[config.mk]
export PLATFORM = sky130hd
export DESIGN_NAME = dod_mulr
export DESIGN_NICKNAME = d
export VERILOG_FILES = /design/src/sv/dod_pkg.sv /design/src/sv/dod_mulr.sv
export SDC_FILE = /design/constraint.sdc
export NUM_CORES = 2
export LEC_CHECK = 0
export ABC_AREA = 1
export ABC_CLOCK_PERIOD_IN_PS = 15000
export BUFFER_PORTS_ARGS = -buffer_cell sky130_fd_sc_hd__buf_4
export CAP_MARGIN = 20
export CORE_ASPECT_RATIO = 1.2
export CORE_MARGIN = 2
export CORE_UTILIZATION = 45
export CTS_CLUSTER_DIAMETER = 150
export DETAILED_ROUTE_END_ITERATION = 8
export MAX_ROUTING_LAYER = met4
export PLACE_DENSITY = 0.71
export SLEW_MARGIN = 20
export SYNTH_ARGS = -nofsm -noshare
export SYNTH_HDL_FRONTEND = slang
export SYNTH_SLANG_ARGS = --single-unit
[constraint.sdc]
create_clock -name clk -period 15 [get_ports clk]
set_input_delay 1.5 -clock clk [delete_from_list [all_inputs] [get_ports clk]]
set_output_delay 1.5 -clock clk [all_outputs]
set_load 0.05 [all_outputs]
[src/sv/dod_pkg.sv]
`default_nettype none
package dod_pkg;

	localparam int CORDIC_STEPS_DEF = 24;
	localparam int CFG_IDX_W = 3;

	localparam logic signed [31:0] PI_Q      = 32'sd843314856;
	localparam logic signed [31:0] HALF_PI_Q = 32'sd421657428;
	localparam logic signed [31:0] TWO_PI_Q  = 32'sd1686629713;
	localparam logic signed [33:0] GAIN_Q30  = 34'sd652032874;

	// 2^51 over two pi, and two pi doubled for an exact product with a shift of one
	localparam logic [31:0] INV_TWO_PI_Q = 32'd1335088;
	localparam logic [31:0] TWO_PI_X2_Q  = 32'd3373259426;

	typedef enum logic [CFG_IDX_W-1:0] {
		REG_DPC    = 3'd0,
		REG_DIR    = 3'd1,
		REG_HR     = 3'd2,
		REG_ROS    = 3'd3,
		REG_INVSEP = 3'd4
	} reg_idx_t;

	typedef logic signed [53:0] wide_t;

	typedef struct packed {
		logic signed [33:0] a;
		logic signed [33:0] b;
		logic [4:0]         sh;
		logic               neg;
	} mul_req_t;

	function automatic logic [31:0] atan_q28(input logic [4:0] k);
		case (k)
			5'd0: return 32'd210828714;
			5'd1: return 32'd124459457;
			5'd2: return 32'd65760959;
			5'd3: return 32'd33381290;
			5'd4: return 32'd16755422;
			5'd5: return 32'd8385879;
			5'd6: return 32'd4193963;
			5'd7: return 32'd2097109;
			5'd8: return 32'd1048571;
			5'd9: return 32'd524287;
			5'd10: return 32'd262144;
			5'd11: return 32'd131072;
			5'd12: return 32'd65536;
			5'd13: return 32'd32768;
			5'd14: return 32'd16384;
			5'd15: return 32'd8192;
			5'd16: return 32'd4096;
			5'd17: return 32'd2048;
			5'd18: return 32'd1024;
			5'd19: return 32'd512;
			5'd20: return 32'd256;
			5'd21: return 32'd128;
			5'd22: return 32'd64;
			5'd23: return 32'd32;
			5'd24: return 32'd16;
			5'd25: return 32'd8;
			5'd26: return 32'd4;
			5'd27: return 32'd2;
			5'd28: return 32'd1;
			default: return 32'd0;
		endcase
	endfunction

	function automatic logic signed [31:0] sat32(input logic signed [55:0] v);
		if (v > 56'sd2147483647) begin
			return 32'sh7fffffff;
		end else if (v < -56'sd2147483648) begin
			return 32'sh80000000;
		end else begin
			return v[31:0];
		end
	endfunction

endpackage
`default_nettype wire

[src/sv/dod_mulr.sv]
`default_nettype none
module dod_mulr (
	input  logic              clk,
	input  logic              arst_n,
	input  logic              start,
	input  dod_pkg::mul_req_t req,
	output logic              done,
	output dod_pkg::wide_t    res
);
	import dod_pkg::*;

	logic        v_s1, v_s2, v_s3;
	logic [32:0] ma_s1;
	logic [31:0] mb_s1;
	logic        neg_s1, neg_s2;
	logic [4:0]  sh_s1, sh_s2;
	logic [64:0] p_s2;
	wide_t       res_s3;

	logic [33:0] abs_a, abs_b;
	logic [64:0] shq, shr;
	logic [53:0] q;

	assign abs_a = req.a[33] ? 34'(-req.a) : 34'(req.a);
	assign abs_b = req.b[33] ? 34'(-req.b) : 34'(req.b);
	assign shq   = p_s2 >> sh_s2;
	assign shr   = p_s2 >> (sh_s2 - 5'd1);
	assign q     = shq[53:0] + {53'd0, shr[0]};

	always_ff @(posedge clk or negedge arst_n) begin
		if (!arst_n) begin
			v_s1 <= 1'b0;
			v_s2 <= 1'b0;
			v_s3 <= 1'b0;
		end else begin
			v_s1 <= start;
			v_s2 <= v_s1;
			v_s3 <= v_s2;
		end
	end

	always_ff @(posedge clk) begin
		ma_s1  <= abs_a[32:0];
		mb_s1  <= abs_b[31:0];
		neg_s1 <= req.a[33] ^ req.b[33] ^ req.neg;
		sh_s1  <= req.sh;
		p_s2   <= 65'(ma_s1) * 65'(mb_s1);
		neg_s2 <= neg_s1;
		sh_s2  <= sh_s1;
		res_s3 <= neg_s2 ? -$signed(q) : $signed(q);
	end

	assign done = v_s3;
	assign res  = res_s3;
endmodule
`default_nettype wire

==> flow_metrics.tcl <==
set metrics [dict create \
    slowest_delay_ps 950 \
    grtUsageTotal 0.278 \
    fin_tns_setup_ps 0 \
    syn_to_final_growth_pct 5.01 \
    routed_wl_um 145000 \
    drv_cap 0 \
    reg2reg_to "p_s2[61]$_DFF_P_" \
    globalplace.congestion 0.993 \
    grt_max_degree 76 \
    ys_warn_count 0 \
    dpl.hpwl_um 112000 \
    cp_common_cell "fa_1" \
    holdWs_ps 332 \
    row_count 131 \
    cts_resized 0 \
    tritoncts "built" \
    synth_top_area_share 0.382 \
    status "complete, no violations" \
    hp-class "reg2reg" \
    avgViaCountPerCell 5.28 \
    grt_pass1_wl_um 234000 \
    nets 7813 \
    critPathSlowestCell "dfxtp_2" \
    grt_setup_unrepaired "false" \
    ys_ff_latch 199 \
    cp_max_fo 33 \
    slew_headroom 0.220 \
    synth.area.top_cells "fa_1 (38%), nand2_1 (15%), inv_1 (12%), dfxtp_1 (8.1%), ha_1 (7.0%)" \
    path_clk_slew_ps 90 \
    ctsHoldBuffers 0 \
    setup_viol 0 \
    drive_gt1_frac 0.0522 \
    critPathKind "reg2reg" \
    layout_min_cycle_time_ps 8210 \
    ys_async_sr_fraction 0.0151 \
    fmax_mhz 122 \
    clk_path_buf_depth 2 \
    fin_crit_sh 0.547 \
    clock_skew_ps 18.2 \
    cts_setup_buffers 0 \
    drt_pass1_iterations 6 \
    portBuffers 130 \
    crit_start "mb_s1[8]$_DFF_P_" \
    overflow 0 \
    final_max_slew_viol_count 0 \
    worst_pin_slew_ps 1170 \
    post_synth_instance_area_mm2 0.0485 \
    io_pins 132 \
    die_area_mm2 0.110 \
    wl_per_cell_um 18.3 \
    chipHeight_um 364 \
    synth_enable_flop_cells 0 \
    cp_data_required_time_ps 15450 \
    r2r_setup_slack_ps 6790 \
    cts_buffers 17 \
    ant_nets 0 \
    initial_core_util 0.455 \
    hold_viol 0 \
    synth_cell_types 55 \
    endpoint_kind "register" \
    syn-mean-instance-area_um2 7.30 \
    vias 41900 \
    grt_pass1_vias 44400 \
    syn_inst 6650 \
    yosys.area.top_type "fa_1" \
    crit_buf_inv 6 \
    synth_ff_type "dfxtp_1" \
    cp.depth 26 \
    arrival_ps 8660 \
    synthesis.nets 7923 \
    ctsHtreeMaxLevel 4 \
    cp_top_family "adder cells" \
    cts_sinks 199 \
    diodes 0 \
    ys_seq_area_frac 0.0824 \
    die_w_um 304 \
    core_area_mm2 0.107 \
    drcViolationCount 0 \
    r2r_cells 26 \
    cp-endpoint "p_s2[61]$_DFF_P_" \
    cts-root-buf "clkbuf_16" \
    r2r_start "mb_s1[8]$_DFF_P_" \
    clk_latency_ps 530 \
    first_iter_violations 3228 \
    cp-start-kind "register" \
    antenna_found_initial 0 \
]
## worst min-delay path by stage
stage | start | end | slack (ps) | cells after the start
3_5_place_dp | sh_s1[3]$_DFF_P_ | sh_s2[3]$_DFF_P_ | 320 | 0
6_report | sh_s1[1]$_DFF_P_ | sh_s2[1]$_DFF_P_ | 330 | 0
5_1_grt | sh_s1[2]$_DFF_P_ | sh_s2[2]$_DFF_P_ | 340 | 0
4_1_cts | sh_s1[1]$_DFF_P_ | sh_s2[1]$_DFF_P_ | 340 | 0
2_1_floorplan | neg_s1$_DFF_P_ | neg_s2$_DFF_P_ | 310 | 0
3_3_place_gp | sh_s1[2]$_DFF_P_ | sh_s2[2]$_DFF_P_ | 310 | 0
## metal layers
layer | part of all wire | GRT usage | wire, um | vias up
met1 | 0.38 | 0.317 | 54600 | 20400
li1 | - | - | - | 19200
met3 | 0.075 | 0.0431 | 10900 | 461
met5 | 0 | - | 0 | -
met4 | 0.051 | 0.126 | 7390 | 0
met2 | 0.50 | 0.482 | 72300 | 1835
## area by class of cell
cell class / count / area [um2]
fillers: 10600 / 55600
multi-input cells: 4540 / 37200
inverters: 1597 / 6000
flip-flops and latches: 199 / 4040
well taps: 1396 / 1750
repair buffers: 185 / 1390
clock buffers: 18 / 429
clock inverters: 14 / 180
## registers in the layout (all words and copies together) (netlist names)
name and flops:
neg_s1 1, sh_s2 5, v_s2 1, res 54, done 1, sh_s1 5, neg_s2 1, mb_s1 32
p_s2 65, ma_s1 33, v_s1 1
## Yosys cell counts (4+ instances only)
master,instances
nor2_4,9
o211ai_1,9
a21oi_1,84
nor3b_1,6
o21bai_1,4
buf_2,27
nor2_2,34
nand3b_1,6
dfxtp_1,196
inv_1,1587
o21ai_1,7
nor2_1,262
o21a_1,11
nor3_1,35
xor2_1,102
o31ai_1,11
o21ai_2,4
nand4_1,39
ha_1,270
clkbuf_1,242
nand3_2,10
a21o_1,10
fa_1,926
o21ai_0,62
xnor2_1,70
nand2_1,1921
buf_4,11
a31oi_1,24
nand3_1,560
buf_6,10
inv_2,8
nand2_2,20
buf_1,22
nor4_1,13
## per-stage QoR
step / utilization / instance area (um2) / std cells / worst slack [ps]
2_1_floorplan: - / 48500 / 6650 / 8000
3_3_place_gp: 0.473 / 50300 / 7917 / 6950
3_5_place_dp: 0.473 / 50300 / 7917 / 6890
4_1_cts: 0.478 / 51000 / 7949 / 6870
5_1_grt: 0.478 / 51000 / 7949 / 6440
6_report: 0.478 / 51000 / 7949 / 6790
## cell usage in the layout, fill, tap and decap left out, types with 11 or more instances in the layout
master / instances
a21oi_1: 84
a31oi_1: 24
buf_4: 185
clkbuf_16: 17
dfxtp_1: 167
dfxtp_2: 29
fa_1: 926
ha_1: 270
inv_1: 1586
nand2_1: 1921
nand2_2: 20
nand3_1: 560
nand4_1: 39
nor2_1: 262
nor2_2: 34
nor3_1: 35
nor4_1: 13
o21a_1: 11
o21ai_0: 62
o31ai_1: 11
xnor2_1: 70
xor2_1: 102
## logic make-up after synthesis
kind of cell    count (synthesis)  synth area share
simple gates                 2928             0.253
buf+inv                      1911             0.151
fa+ha+maj                    1196             0.452
compound gates                241            0.0292
flops                         199            0.0824
xor+xnor                      175            0.0323
Power is left out: the tool's default activity adds up to more than one toggle a clock period on the data nets, which glitch-free logic cannot reach.
