==> src/sv/dod_pkg.sv <==
`default_nettype none
package dod_pkg;

	localparam int CORDIC_STEPS_DEF = 24;
	localparam int CFG_IDX_W = 3;

	localparam logic signed [31:0] PI_Q      = 32'sd843314856;
	localparam logic signed [31:0] HALF_PI_Q = 32'sd421657428;
	localparam logic signed [31:0] TWO_PI_Q  = 32'sd1686629713;
	localparam logic signed [33:0] GAIN_Q30  = 34'sd652032874;

	// 2^51 over two pi, and two pi doubled for an exact product with a shift of one
	localparam logic [31:0] INV_TWO_PI_Q = 32'd1335088;
	localparam logic [31:0] TWO_PI_X2_Q  = 32'd3373259426;

	typedef enum logic [CFG_IDX_W-1:0] {
		REG_DPC    = 3'd0,
		REG_DIR    = 3'd1,
		REG_HR     = 3'd2,
		REG_ROS    = 3'd3,
		REG_INVSEP = 3'd4
	} reg_idx_t;

	typedef logic signed [53:0] wide_t;

	typedef struct packed {
		logic signed [33:0] a;
		logic signed [33:0] b;
		logic [4:0]         sh;
		logic               neg;
	} mul_req_t;

	function automatic logic [31:0] atan_q28(input logic [4:0] k);
		case (k)
			5'd0: return 32'd210828714;
			5'd1: return 32'd124459457;
			5'd2: return 32'd65760959;
			5'd3: return 32'd33381290;
			5'd4: return 32'd16755422;
			5'd5: return 32'd8385879;
			5'd6: return 32'd4193963;
			5'd7: return 32'd2097109;
			5'd8: return 32'd1048571;
			5'd9: return 32'd524287;
			5'd10: return 32'd262144;
			5'd11: return 32'd131072;
			5'd12: return 32'd65536;
			5'd13: return 32'd32768;
			5'd14: return 32'd16384;
			5'd15: return 32'd8192;
			5'd16: return 32'd4096;
			5'd17: return 32'd2048;
			5'd18: return 32'd1024;
			5'd19: return 32'd512;
			5'd20: return 32'd256;
			5'd21: return 32'd128;
			5'd22: return 32'd64;
			5'd23: return 32'd32;
			5'd24: return 32'd16;
			5'd25: return 32'd8;
			5'd26: return 32'd4;
			5'd27: return 32'd2;
			5'd28: return 32'd1;
			default: return 32'd0;
		endcase
	endfunction

	function automatic logic signed [31:0] sat32(input logic signed [55:0] v);
		if (v > 56'sd2147483647) begin
			return 32'sh7fffffff;
		end else if (v < -56'sd2147483648) begin
			return 32'sh80000000;
		end else begin
			return v[31:0];
		end
	endfunction

endpackage
`default_nettype wire

==> src/sv/dod_cordic.sv <==
`default_nettype none
module dod_cordic #(
	parameter int STEPS = dod_pkg::CORDIC_STEPS_DEF
) (
	input  logic               clk,
	input  logic               arst_n,
	input  logic               start,
	input  logic signed [30:0] angle,
	output logic               done,
	output logic signed [33:0] cs,
	output logic signed [33:0] sn
);
	import dod_pkg::*;

	localparam int CW = $clog2(STEPS + 1);

	logic signed [33:0] x_q, y_q;
	logic signed [31:0] z_q;
	logic [CW-1:0]      cnt_q;
	logic               run_q, done_q, flip_q;

	logic [4:0]         k;
	logic signed [33:0] dx, dy;
	logic signed [31:0] at, z0, zf;
	logic               fl;

	assign k  = 5'(cnt_q);
	assign dx = y_q >>> k;
	assign dy = x_q >>> k;
	assign at = $signed(atan_q28(k));
	assign z0 = 32'(angle);

	always_comb begin
		zf = z0;
		fl = 1'b0;
		if (z0 > HALF_PI_Q) begin
			zf = z0 - PI_Q;
			fl = 1'b1;
		end else if (z0 < -HALF_PI_Q) begin
			zf = z0 + PI_Q;
			fl = 1'b1;
		end
	end

	always_ff @(posedge clk or negedge arst_n) begin
		if (!arst_n) begin
			run_q  <= 1'b0;
			done_q <= 1'b0;
			cnt_q  <= '0;
			x_q    <= '0;
			y_q    <= '0;
			z_q    <= '0;
			flip_q <= 1'b0;
		end else if (start) begin
			run_q  <= 1'b1;
			done_q <= 1'b0;
			cnt_q  <= '0;
			x_q    <= GAIN_Q30;
			y_q    <= '0;
			z_q    <= zf;
			flip_q <= fl;
		end else if (run_q) begin
			if (z_q >= 0) begin
				x_q <= x_q - dx;
				y_q <= y_q + dy;
				z_q <= z_q - at;
			end else begin
				x_q <= x_q + dx;
				y_q <= y_q - dy;
				z_q <= z_q + at;
			end
			cnt_q <= cnt_q + CW'(1);
			if (cnt_q == CW'(STEPS - 1)) begin
				run_q  <= 1'b0;
				done_q <= 1'b1;
			end
		end
	end

	assign done = done_q;
	assign cs   = flip_q ? -x_q : x_q;
	assign sn   = flip_q ? -y_q : y_q;
endmodule
`default_nettype wire

==> config.mk <==
export PLATFORM = sky130hd
export DESIGN_NAME = dod_cordic
export DESIGN_NICKNAME = d
export VERILOG_FILES = /design/src/sv/dod_pkg.sv /design/src/sv/dod_cordic.sv
export SDC_FILE = /design/constraint.sdc
export NUM_CORES = 1
export LEC_CHECK = 0
export BUFFER_PORTS_ARGS = -buffer_cell sky130_fd_sc_hd__buf_4
export CAP_MARGIN = 25
export CORE_ASPECT_RATIO = 1.2
export CORE_MARGIN = 3
export CORE_UTILIZATION = 45
export DETAILED_ROUTE_END_ITERATION = 7
export PLACE_DENSITY = 0.72
export REMOVE_ABC_BUFFERS = 1
export SYNTH_ARGS = -nofsm -noshare
export SYNTH_HDL_FRONTEND = slang
export SYNTH_SLANG_ARGS = --single-unit
==> constraint.sdc <==
create_clock -name clk -period 14.88 [get_ports clk]
set_input_delay 2.976 -clock clk [delete_from_list [all_inputs] [get_ports clk]]
set_output_delay 2.976 -clock clk [all_outputs]
set_load 0.005 [all_outputs]
==> results of run 1 <==
## state kept, by name, summed over array words and instances (netlist names)
name	cells
run_q	1
y_q	34
done	1
z_q	32
cnt_q	5
flip_q	1
x_q	34
## metal layers
| metal | GRT usage (%) | vias to the layer above |
|---|---|---|
| li1 | - | 8812 |
| met1 | 34.0 | 9069 |
| met2 | 50.8 | 881 |
| met3 | 3.63 | 267 |
| met4 | 19.9 | 0 |
| met5 | 0 | - |
## area by class of cell
cell class                 instances  area (sq um)  share of cell area [%]
timing repair buffer             129           968                    4.84
tap                              539           674                    3.37
sequential                       108          2720                    13.6
inverter                          63           236                    1.18
clock buffer                       9           225                    1.12
multi-input combinational       2060         15100                    75.6
clock inverter                     7          67.6                   0.337
## tightest hold or removal path: cells and delay by family, from the launching register on
| kind | cells | cell delay (ps) |
|---|---|---|
| flops | 1 | 350 |
| simple gates | 2 | 120 |
## layout by cell type (no fill, tap or decap), types with 16 or more instances in the layout
cell	count
sky130_fd_sc_hd__or2_2	23
sky130_fd_sc_hd__o22ai_1	24
sky130_fd_sc_hd__and2_1	16
sky130_fd_sc_hd__and3_1	18
sky130_fd_sc_hd__mux4_2	71
sky130_fd_sc_hd__inv_1	57
sky130_fd_sc_hd__ha_1	114
sky130_fd_sc_hd__mux2_2	30
sky130_fd_sc_hd__nor2b_1	21
sky130_fd_sc_hd__nor3_1	45
sky130_fd_sc_hd__mux2i_1	110
sky130_fd_sc_hd__a21oi_1	154
sky130_fd_sc_hd__a211o_1	19
sky130_fd_sc_hd__a31oi_1	28
sky130_fd_sc_hd__a21o_1	54
sky130_fd_sc_hd__nand3_1	52
sky130_fd_sc_hd__nand2_1	241
sky130_fd_sc_hd__xor2_1	84
sky130_fd_sc_hd__or3_1	27
sky130_fd_sc_hd__nand2b_1	39
sky130_fd_sc_hd__dfrtp_1	100
sky130_fd_sc_hd__buf_4	129
sky130_fd_sc_hd__o211ai_1	23
sky130_fd_sc_hd__a211oi_1	28
sky130_fd_sc_hd__xnor2_1	170
sky130_fd_sc_hd__o21a_1	20
sky130_fd_sc_hd__o21ai_0	204
sky130_fd_sc_hd__nor2_1	191
sky130_fd_sc_hd__o31ai_1	31
## report_power, final
part	switching, mW	leakage, nW	internal, mW
clock	0.139	0.142	0.119
sequential	0.323	1.30	0.430
combinational	2.47	7.13	2.07
total	2.93	8.58	2.62
## worst max-delay path by stage
stage	startpoint	end	slack [ps]	depth (start not counted)
2_1_floorplan	cnt_q[0]	z_q[31]	6110	22
3_3_place_gp	cnt_q[0]	y_q[32]	7510	20
3_5_place_dp	cnt_q[0]	y_q[33]	7310	20
4_1_cts	cnt_q[0]	y_q[33]	7310	21
5_1_grt	cnt_q[0]	y_q[33]	6570	21
6_report	cnt_q[0]	y_q[33]	7130	21
## kinds of logic (layout without fill, tap and decap cells)
family	after synthesis	in the layout	synth area share, %
and+or+nand+nor	747	747	18.9
AOI/OAI and AO/OA	723	723	24.7
buffers and inverters	257	208	5.63
xor gates and xnor gates	254	254	11.8
muxes	219	219	16.8
adders and majority gates	117	117	7.87
DFF	108	108	14.3
==> flow_summary.json, run 1 <==
{
  "synth_seq_cells": 108,
  "floorplan.core_area_sq_mm": 0.0410,
  "worst-r2r-setup-slack_ps": 7130,
  "ant_nets": 0,
  "ir_drop_uv": 114,
  "cts_repair_resize_count": 0,
  "grt_antenna_before_repair": 0,
  "postLayoutCellArea_sq_mm": 0.0200,
  "dp_slack_ps": 7310,
  "yosys-top-cells-count": "sky130_fd_sc_hd__nand2_1 (241), sky130_fd_sc_hd__o21ai_0 (204), sky130_fd_sc_hd__nor2_1 (191), sky130_fd_sc_hd__xnor2_1 (170), sky130_fd_sc_hd__a21oi_1 (154)",
  "fp.dieH_um": 230,
  "critPathMaxFanout": 63,
  "start_kind": "register",
  "timing.hold.worst.class": "reg -> reg",
  "clk_latency_ps": 390,
  "run_status": "finished, violations left",
  "route.detailed.wl_per_inst_um": 22.9,
  "crit_chain": "buf_4 > mux4_2 > mux2i_1 > o22ai_1 > a211oi_1 > nand4_1 > nor2_1 > nand2_1 > nand2_1 > xor2_1 > ha_1 > o21a_1 > o21ai_0 > a31oi_1 > a221oi_1 > o32ai_1 > buf_4 > a2111oi_0 > o21ai_0 > mux2_1 > mux2_1",
  "wl_um": 66800,
  "finalWorstSetupSlack_ps": 7130,
  "grt_pass1_vias": 18500,
  "dp.final_hpwl_um": 50200,
  "hold_path_depth": 2,
  "final_util_pct": 48.8,
  "grt.total_usage_pct": 29.5,
  "synth_area_per_cell_sq_um": 7.78,
  "synth-warning-count": 0,
  "final_min_period_over_clock_period_pct": 52.1,
  "fillerInstances": 4024,
  "cts.sink_count": 108,
  "tritoncts.num_buffers": 9,
  "initial_utilization_pct": 46.0,
  "buffer_ports.inserted": 102,
  "synth_largest_area_cell": "sky130_fd_sc_hd__dfrtp_1",
  "worstPathRequired_ps": 15160,
  "detailed_route_wire_length_on_metal_1_um": 24800,
  "total_leakage_power_nw": 8.58,
  "path_buf_inv": 2,
  "dpl-instance-area_sq_mm": 0.0197,
  "clk_pin_slew_worst_paths_ps": 90,
  "htree_levels": 3,
  "power_per_cell_area_mw_per_mm2": 277,
  "rr_startpoint": "cnt_q[0]",
  "max_slew.worst_pin.slew_ps": 1060,
  "vias": 19000,
  "drtIter0Drc": 1603,
  "synth_cell_type_count": 98,
  "timing.setup.critical_path_class": "reg -> reg",
  "cap_violations": 0,
  "vias_per_cell": 6.53,
  "grt_overflow": 0,
  "synth_edf_count": 0,
  "root_buffer": "sky130_fd_sc_hd__clkbuf_16",
  "wl_met2_um": 32600,
  "total_negative_slack_for_setup_checks_ps": 0,
  "ys_dominant_reg_cell": "sky130_fd_sc_hd__dfrtp_1",
  "async_set_or_reset_flop_fraction_in_the_synthesized_netlist_pct": 100,
  "failed_checks": "DRC",
  "yosysSeqAreaShare_pct": 14.3,
  "total_power_mw": 5.55,
  "gp_congestion": 1.03,
  "antenna_cells": 0,
  "instances_no_fill": 2915,
  "design.final.nets": 2522,
  "relSlewSlack_pct": 29.2,
  "worst_path_dominant_cell_family": "compound AO/OA/AOI/OAI gates",
  "cts_hold_buffers": 0,
  "met3_length_um": 4250,
  "syn-cell-area_sq_mm": 0.0189,
  "timing.clock.skew_ps": 13.1,
  "drv_slew": 0,
  "min_delay_worst_endpoint": "done",
  "reg2reg_depth": 21,
  "placed_cells": 2899,
  "cts_buffer_depth": 2,
  "rsz0062_at_grt": "no",
  "fp.dieW_um": 193,
  "finalHoldViolations": 0,
  "hold_slack_ps": 509,
  "worst-endpoint-arrival_ps": 8030,
  "critical-path-max-stage-delay_ps": 1070,
  "route.detailed.drc": 1,
  "grt_first_pass_wirelength_um": 103000,
  "area_delta_synth_final_pct": 6.07,
  "first_pass_iters": 8,
  "full_die_area_sq_mm": 0.0444,
  "finalSetupViolCount": 0,
  "timing.rr.end": "y_q[33]",
  "synthMostInstantiatedCell": "sky130_fd_sc_hd__nand2_1",
  "synth_top_cell_area_share_pct": 14.3,
  "cts_tree": "done",
  "io_pins": 103,
  "topRoutingLayerUsed": "met4",
  "hold_path_startpoint": "done",
  "maxClockFrequency_mhz": 129,
  "post_cts.repair.setup_buffers": 0,
  "period_minus_slack_ps": 7750,
  "fp-row-count": 81,
  "final_layout_size_suffix_gt1_share_pct": 12.8,
  "synth_cells": 2425,
  "grt_max_degree": 83,
  "post_synth_main_area_contributors": "sky130_fd_sc_hd__dfrtp_1 (14%), sky130_fd_sc_hd__mux4_2 (8.5%), sky130_fd_sc_hd__xnor2_1 (7.9%)",
  "timing.critical_path.slowest_stage_cell": "sky130_fd_sc_hd__dfrtp_4",
  "cp-end-kind": "register"
}
Power figures use the tool's default switching activity.
==> inputs of run 2 (changes only) <==
PLACE_DENSITY = 0.74   (was 0.72)
clock period = 6.51 ns   (was 14.88 ns; I/O delays follow)
==> run 2 against run 1 <==
The flow now finishes without violations. Count of clock-buffer cells in the layout is 3 higher. Cell count is 5.3% higher. Design area increased by 6.9%. Critical path type unchanged. Largest power group unchanged.
==> flow_summary.json, run 2 (same netlist as run 1, synthesis figures left out) <==
{
  "grt_max_degree": 82,
  "htree_levels": 3,
  "first_pass_iters": 5,
  "vias": 19800,
  "ant_nets": 0,
  "dp.final_hpwl_um": 56600,
  "fp.dieH_um": 230,
  "final_util_pct": 52.1,
  "dpl-instance-area_sq_mm": 0.0210,
  "grt_overflow": 0,
  "cts_hold_buffers": 0,
  "timing.hold.worst.class": "reg -> reg",
  "drtIter0Drc": 1690,
  "design.final.nets": 2677,
  "total_leakage_power_nw": 9.36,
  "power_per_cell_area_mw_per_mm2": 642,
  "finalHoldViolations": 0,
  "fp-row-count": 81,
  "layout_commonest_cell": "sky130_fd_sc_hd__buf_4",
  "finalSetupViolCount": 0,
  "root_buffer": "sky130_fd_sc_hd__clkbuf_16",
  "grt_first_pass_wirelength_um": 111000,
  "ir_drop_uv": 280,
  "run_status": "finished, final reports clean",
  "initial_utilization_pct": 46.0,
  "io_pins": 103,
  "grt_antenna_before_repair": 1,
  "full_die_area_sq_mm": 0.0444,
  "clk_pin_slew_worst_paths_ps": 80,
  "vias_per_cell": 6.46,
  "fp.dieW_um": 193,
  "maxClockFrequency_mhz": 157,
  "cts.sink_count": 108,
  "relSlewSlack_pct": 36.0,
  "route.detailed.drc": 0,
  "worstPathRequired_ps": 6810,
  "period_minus_slack_ps": 6380,
  "critPathMaxFanout": 8,
  "cts_tree": "done",
  "hold_slack_ps": 503,
  "grt_pass1_vias": 19600,
  "antenna_cells": 0,
  "timing.setup.critical_path_class": "reg -> reg",
  "final_layout_size_suffix_gt1_share_pct": 18.8,
  "cap_violations": 0,
  "cts_buffer_depth": 2,
  "tritoncts.num_buffers": 9,
  "biggestRegsByFlops": "x_q: 34 flops, y_q: 34 flops, z_q: 32 flops",
  "max_slew.worst_pin.slew_ps": 959,
  "worst-endpoint-arrival_ps": 6670,
  "total_power_mw": 13.7,
  "clk_latency_ps": 410,
  "final_min_period_over_clock_period_pct": 98.0,
  "wl_um": 72700,
  "area_delta_synth_final_pct": 13.4,
  "timing.clock.skew_ps": 16.8,
  "gp_congestion": 1.10,
  "route.detailed.wl_per_inst_um": 23.7,
  "floorplan.core_area_sq_mm": 0.0410,
  "postLayoutCellArea_sq_mm": 0.0214,
  "layout_common_cells": "sky130_fd_sc_hd__buf_4 (273), sky130_fd_sc_hd__nand2_1 (241), sky130_fd_sc_hd__o21ai_0 (201), sky130_fd_sc_hd__nor2_1 (189), sky130_fd_sc_hd__xnor2_1 (170)",
  "cp-end-kind": "register",
  "total_negative_slack_for_setup_checks_ps": 0,
  "buffer_ports.inserted": 102,
  "grt.total_usage_pct": 32.2,
  "start_kind": "register",
  "drv_slew": 0
}
[run 2: cell count changes in the layout (fill, tap and decap cells not counted), sizes merged]
cell    delta
inv        -4
buf      +155
clkinv     +1
clkbuf     +3
[run 2: critical path, cell delays in order, from the launching register on]
cell                        delay (ps)
sky130_fd_sc_hd__dfrtp_4           530
sky130_fd_sc_hd__buf_12            160
sky130_fd_sc_hd__buf_4             150
sky130_fd_sc_hd__mux4_2            340
sky130_fd_sc_hd__mux2i_1           340
sky130_fd_sc_hd__o22ai_1           120
sky130_fd_sc_hd__or3_1             440
sky130_fd_sc_hd__inv_1              80
sky130_fd_sc_hd__ha_1              200
sky130_fd_sc_hd__nand4_1           250
sky130_fd_sc_hd__or3_4             500
sky130_fd_sc_hd__o21ai_0           210
sky130_fd_sc_hd__xnor2_1            90
sky130_fd_sc_hd__ha_1              300
sky130_fd_sc_hd__nand3_1           130
sky130_fd_sc_hd__nor3_2            280
sky130_fd_sc_hd__nand3_1           170
sky130_fd_sc_hd__a31oi_2           260
sky130_fd_sc_hd__a221oi_2          100
sky130_fd_sc_hd__o32ai_1           310
sky130_fd_sc_hd__buf_4             220
sky130_fd_sc_hd__a2111oi_1         100
sky130_fd_sc_hd__or3_1             350
sky130_fd_sc_hd__mux2_1            300
sky130_fd_sc_hd__mux2_1            310
[run 2: cell type report]
cell class              count  area, sq um
well taps                 539          674
fillers                  3905        19600
inverters                  63          236
repair buffers            284         2270
clock buffers              12          246
multi-input cells        2060        15200
flip-flops and latches    108         2720
clock inverters             4         26.3
[run 2: layer usage]
metal,up-vias,share of wire [%],track usage [%]
met1,9558,37,36.9
met3,256,6.1,3.92
met4,2,7.5,21.2
li1,9133,-,-
met5,-,0.019,0
met2,898,49,56.1
[run 2: stage by stage]
step                setup WS [ps]  std cells
finish                        132       3070
detailed placement           12.5       3048
CTS                           146       3069
global placement              143       3048
floorplan                   -2260       2231
global route                 -196       3070
[run 2: final timing paths]
kind,start,end,slack (ps),cells after the start
worst max-delay path,cnt_q[0],y_q[33],130,24
worst min-delay path,done,done,500,2
worst max register to register,cnt_q[0],y_q[33],130,24
worst min register to register,done,done,500,2
max in group asynchronous,arst_n,z_q[31],4270,2
min in group asynchronous,arst_n,y_q[3],970,1
[run 2: what timing repair did]
action,4_1_cts,5_1_grt
setup endpoints to repair,1,15
pin swaps,0,3
resized for setup,0,25
gates cloned,0,0
setup buffers,5,1
[run 2: report_power, final]
| part | switching (mW) | leakage (nW) | total [mW] | internal, mW |
|---|---|---|---|---|
| logic | 6.30 | 7.93 | 11.7 | 5.38 |
| clock network | 0.306 | 0.133 | 0.576 | 0.270 |
| registers | 0.494 | 1.30 | 1.48 | 0.989 |
| total | 7.10 | 9.36 | 13.7 | 6.64 |
==> inputs of run 3 (changes only) <==
CELL_PAD_IN_SITES_DETAIL_PLACEMENT = 1   (was not set)
CELL_PAD_IN_SITES_GLOBAL_PLACEMENT = 1   (was not set)
CORE_UTILIZATION = 44   (was 45)
PLACE_DENSITY = 0.9   (was 0.74)
==> run 3 against run 2 <==
Combinational power rose by 4%. Design area grew 1.6%. Critical endpoint is now x_q[33]. Setup slack better by 44 ps. Count of clock-buffer cells in the layout down 2. Register-to-register slack better by 40 ps. Die area is 2.2% higher. Clock power is 13% higher. Power is 4.5% higher. Utilization shrank 0.45 points. Largest power group unchanged. Global-route usage grew 2.9 points. Non-clock buffer count grew 35.
==> flow_summary.json, run 3 (same netlist as run 1, synthesis figures left out) <==
{
  "cp-end-kind": "register",
  "total_power_mw": 14.3,
  "area_delta_synth_final_pct": 15.2,
  "grt.total_usage_pct": 35.2,
  "initial_utilization_pct": 44.9,
  "timing.setup.critical_path_class": "reg -> reg",
  "io_pins": 103,
  "finalHoldViolations": 0,
  "floorplan.core_area_sq_mm": 0.0421,
  "tritoncts.num_buffers": 9,
  "cts_buffer_depth": 2,
  "layout_common_cells": "sky130_fd_sc_hd__buf_4 (305), sky130_fd_sc_hd__nand2_1 (241), sky130_fd_sc_hd__o21ai_0 (197), sky130_fd_sc_hd__nor2_1 (189), sky130_fd_sc_hd__xnor2_1 (170)",
  "final_layout_size_suffix_gt1_share_pct": 20.0,
  "biggestRegsByFlops": "x_q: 34 flops, y_q: 34 flops, z_q: 32 flops",
  "max_slew.worst_pin.slew_ps": 924,
  "period_minus_slack_ps": 6330,
  "buffer_ports.inserted": 102,
  "dp.final_hpwl_um": 64100,
  "timing.clock.skew_ps": 22.1,
  "drtIter0Drc": 1593,
  "critPathMaxFanout": 16,
  "finalSetupViolCount": 0,
  "net_switching_component_of_the_power_mw": 7.60,
  "ir_drop_uv": 287,
  "p_sw_share_pct": 53.0,
  "root_buffer": "sky130_fd_sc_hd__clkbuf_16",
  "total_leakage_power_nw": 9.57,
  "grt_pass1_vias": 21600,
  "cts_tree": "done",
  "grt_first_pass_wirelength_um": 125000,
  "power_per_cell_area_mw_per_mm2": 660,
  "antenna_cells": 0,
  "final_min_period_over_clock_period_pct": 97.3,
  "htree_levels": 3,
  "fp.dieW_um": 195,
  "wl_um": 82400,
  "vias": 20800,
  "worstPathRequired_ps": 6810,
  "hold_slack_ps": 515,
  "route.detailed.wl_per_inst_um": 26.5,
  "power.clock.fraction_pct": 4.5,
  "layout_commonest_cell": "sky130_fd_sc_hd__buf_4",
  "dpl-instance-area_sq_mm": 0.0211,
  "grt_overflow": 0,
  "fp.dieH_um": 233,
  "power.internal_mw": 6.74,
  "clk_latency_ps": 430,
  "first_pass_iters": 8,
  "fp-row-count": 82,
  "comb_power_share_pct": 84.8,
  "relSlewSlack_pct": 38.0,
  "design.final.nets": 2712,
  "postLayoutCellArea_sq_mm": 0.0217,
  "ant_nets": 0,
  "full_die_area_sq_mm": 0.0454,
  "run_status": "finished, final reports clean",
  "timing.hold.worst.class": "reg -> reg",
  "share_seq_of_total_power_pct": 10.6,
  "cap_violations": 0,
  "grt_max_degree": 108,
  "start_kind": "register",
  "clk_pin_slew_worst_paths_ps": 90,
  "cts.sink_count": 108,
  "gp_congestion": 1.03,
  "route.detailed.drc": 0,
  "maxClockFrequency_mhz": 158,
  "fillerInstances": 5222,
  "vias_per_cell": 6.70,
  "worst-endpoint-arrival_ps": 6640,
  "final_util_pct": 51.7,
  "drv_slew": 0,
  "grt_antenna_before_repair": 0
}
[run 3: cell count changes in the layout (fill, tap and decap cells not counted), sizes merged]
cell / before / now
bufinv: 0 / 1
inv: 61 / 63
clkbuf: 12 / 10
clkinvlp: 1 / 0
buf: 284 / 319
[run 3: worst max-delay path, stage by stage, from the launching register on]
cell,delay [ps]
sky130_fd_sc_hd__dfrtp_4,530
sky130_fd_sc_hd__buf_12,130
sky130_fd_sc_hd__buf_12,150
sky130_fd_sc_hd__buf_4,170
sky130_fd_sc_hd__mux4_2,510
sky130_fd_sc_hd__mux2i_1,340
sky130_fd_sc_hd__mux4_2,390
sky130_fd_sc_hd__nand3_1,120
sky130_fd_sc_hd__or4_1,440
sky130_fd_sc_hd__or3_1,420
sky130_fd_sc_hd__buf_4,200
sky130_fd_sc_hd__o31a_1,300
sky130_fd_sc_hd__xnor2_1,150
sky130_fd_sc_hd__ha_1,250
sky130_fd_sc_hd__a21o_1,170
sky130_fd_sc_hd__a21oi_1,170
sky130_fd_sc_hd__o21bai_1,110
sky130_fd_sc_hd__a21oi_1,170
sky130_fd_sc_hd__o21ai_0,100
sky130_fd_sc_hd__a221o_1,380
sky130_fd_sc_hd__a21oi_2,180
sky130_fd_sc_hd__o211ai_1,160
sky130_fd_sc_hd__and3_4,180
sky130_fd_sc_hd__o31a_1,270
sky130_fd_sc_hd__o21a_1,190
[run 3: timing repair]
item,4_1_cts,5_1_grt
hold buffers,0,0
resized for setup,6,32
endpoints found under the setup margin,2,22
pin swaps,1,2
buffers inserted,1,15
hold endpoints to repair,0,0
[run 3: path summary, 6_finish.rpt]
| check | slack, ps | start | cells after the start | to |
|---|---|---|---|---|
| min reg2reg | 510 | done | 2 | done |
| min | 510 | done | 2 | done |
| min in group asynchronous | 710 | arst_n | 1 | x_q[4] |
| max reg2reg | 180 | cnt_q[0] | 24 | x_q[33] |
| max in group asynchronous | 4760 | arst_n | 2 | run_q |
| max | 180 | cnt_q[0] | 24 | x_q[33] |
[run 3: final cells by class]
cell class                 count  area [sq um]  area share, %
tap                          546           683           3.14
sequential                   108          2720           12.5
inverter                      63           244           1.12
clock inverter                 6          70.1          0.322
multi-input combinational   2060         15200           70.0
clock buffer                  10           239           1.10
timing repair buffer         319          2550           11.7
[run 3: metrics by stage]
stage          setup TNS [ps]  instances  setup WS [ps]
3_5_place_dp             -122       3079           -122
2_1_floorplan          -83910       2231          -2260
5_1_grt                 -13.4       3112          -13.4
3_3_place_gp            -36.3       3078          -36.3
6_report                    0       3112            176
4_1_cts                     0       3096           1.17
[run 3: power groups by stage]
| stage | combinational [mW] | sequential, mW | clock, mW |
|---|---|---|---|
| after global routing | 13.3 | 1.54 | 0.678 |
| after global placement | 11.1 | 1.49 | 0 |
| after floorplan | 7.85 | 1.46 | 0 |
| final | 12.2 | 1.52 | 0.652 |
| after CTS | 11.9 | 1.50 | 0.653 |
| after detailed placement | 11.8 | 1.52 | 0 |
[run 3: layer usage]
layer | track usage, % | up-vias | routed length (um)
met2 | 62.9 | 908 | 41200
li1 | - | 9183 | -
met1 | 39.3 | 10400 | 30300
met3 | 4.50 | 311 | 4790
met5 | 0 | - | 0
met4 | 22.8 | 0 | 6150
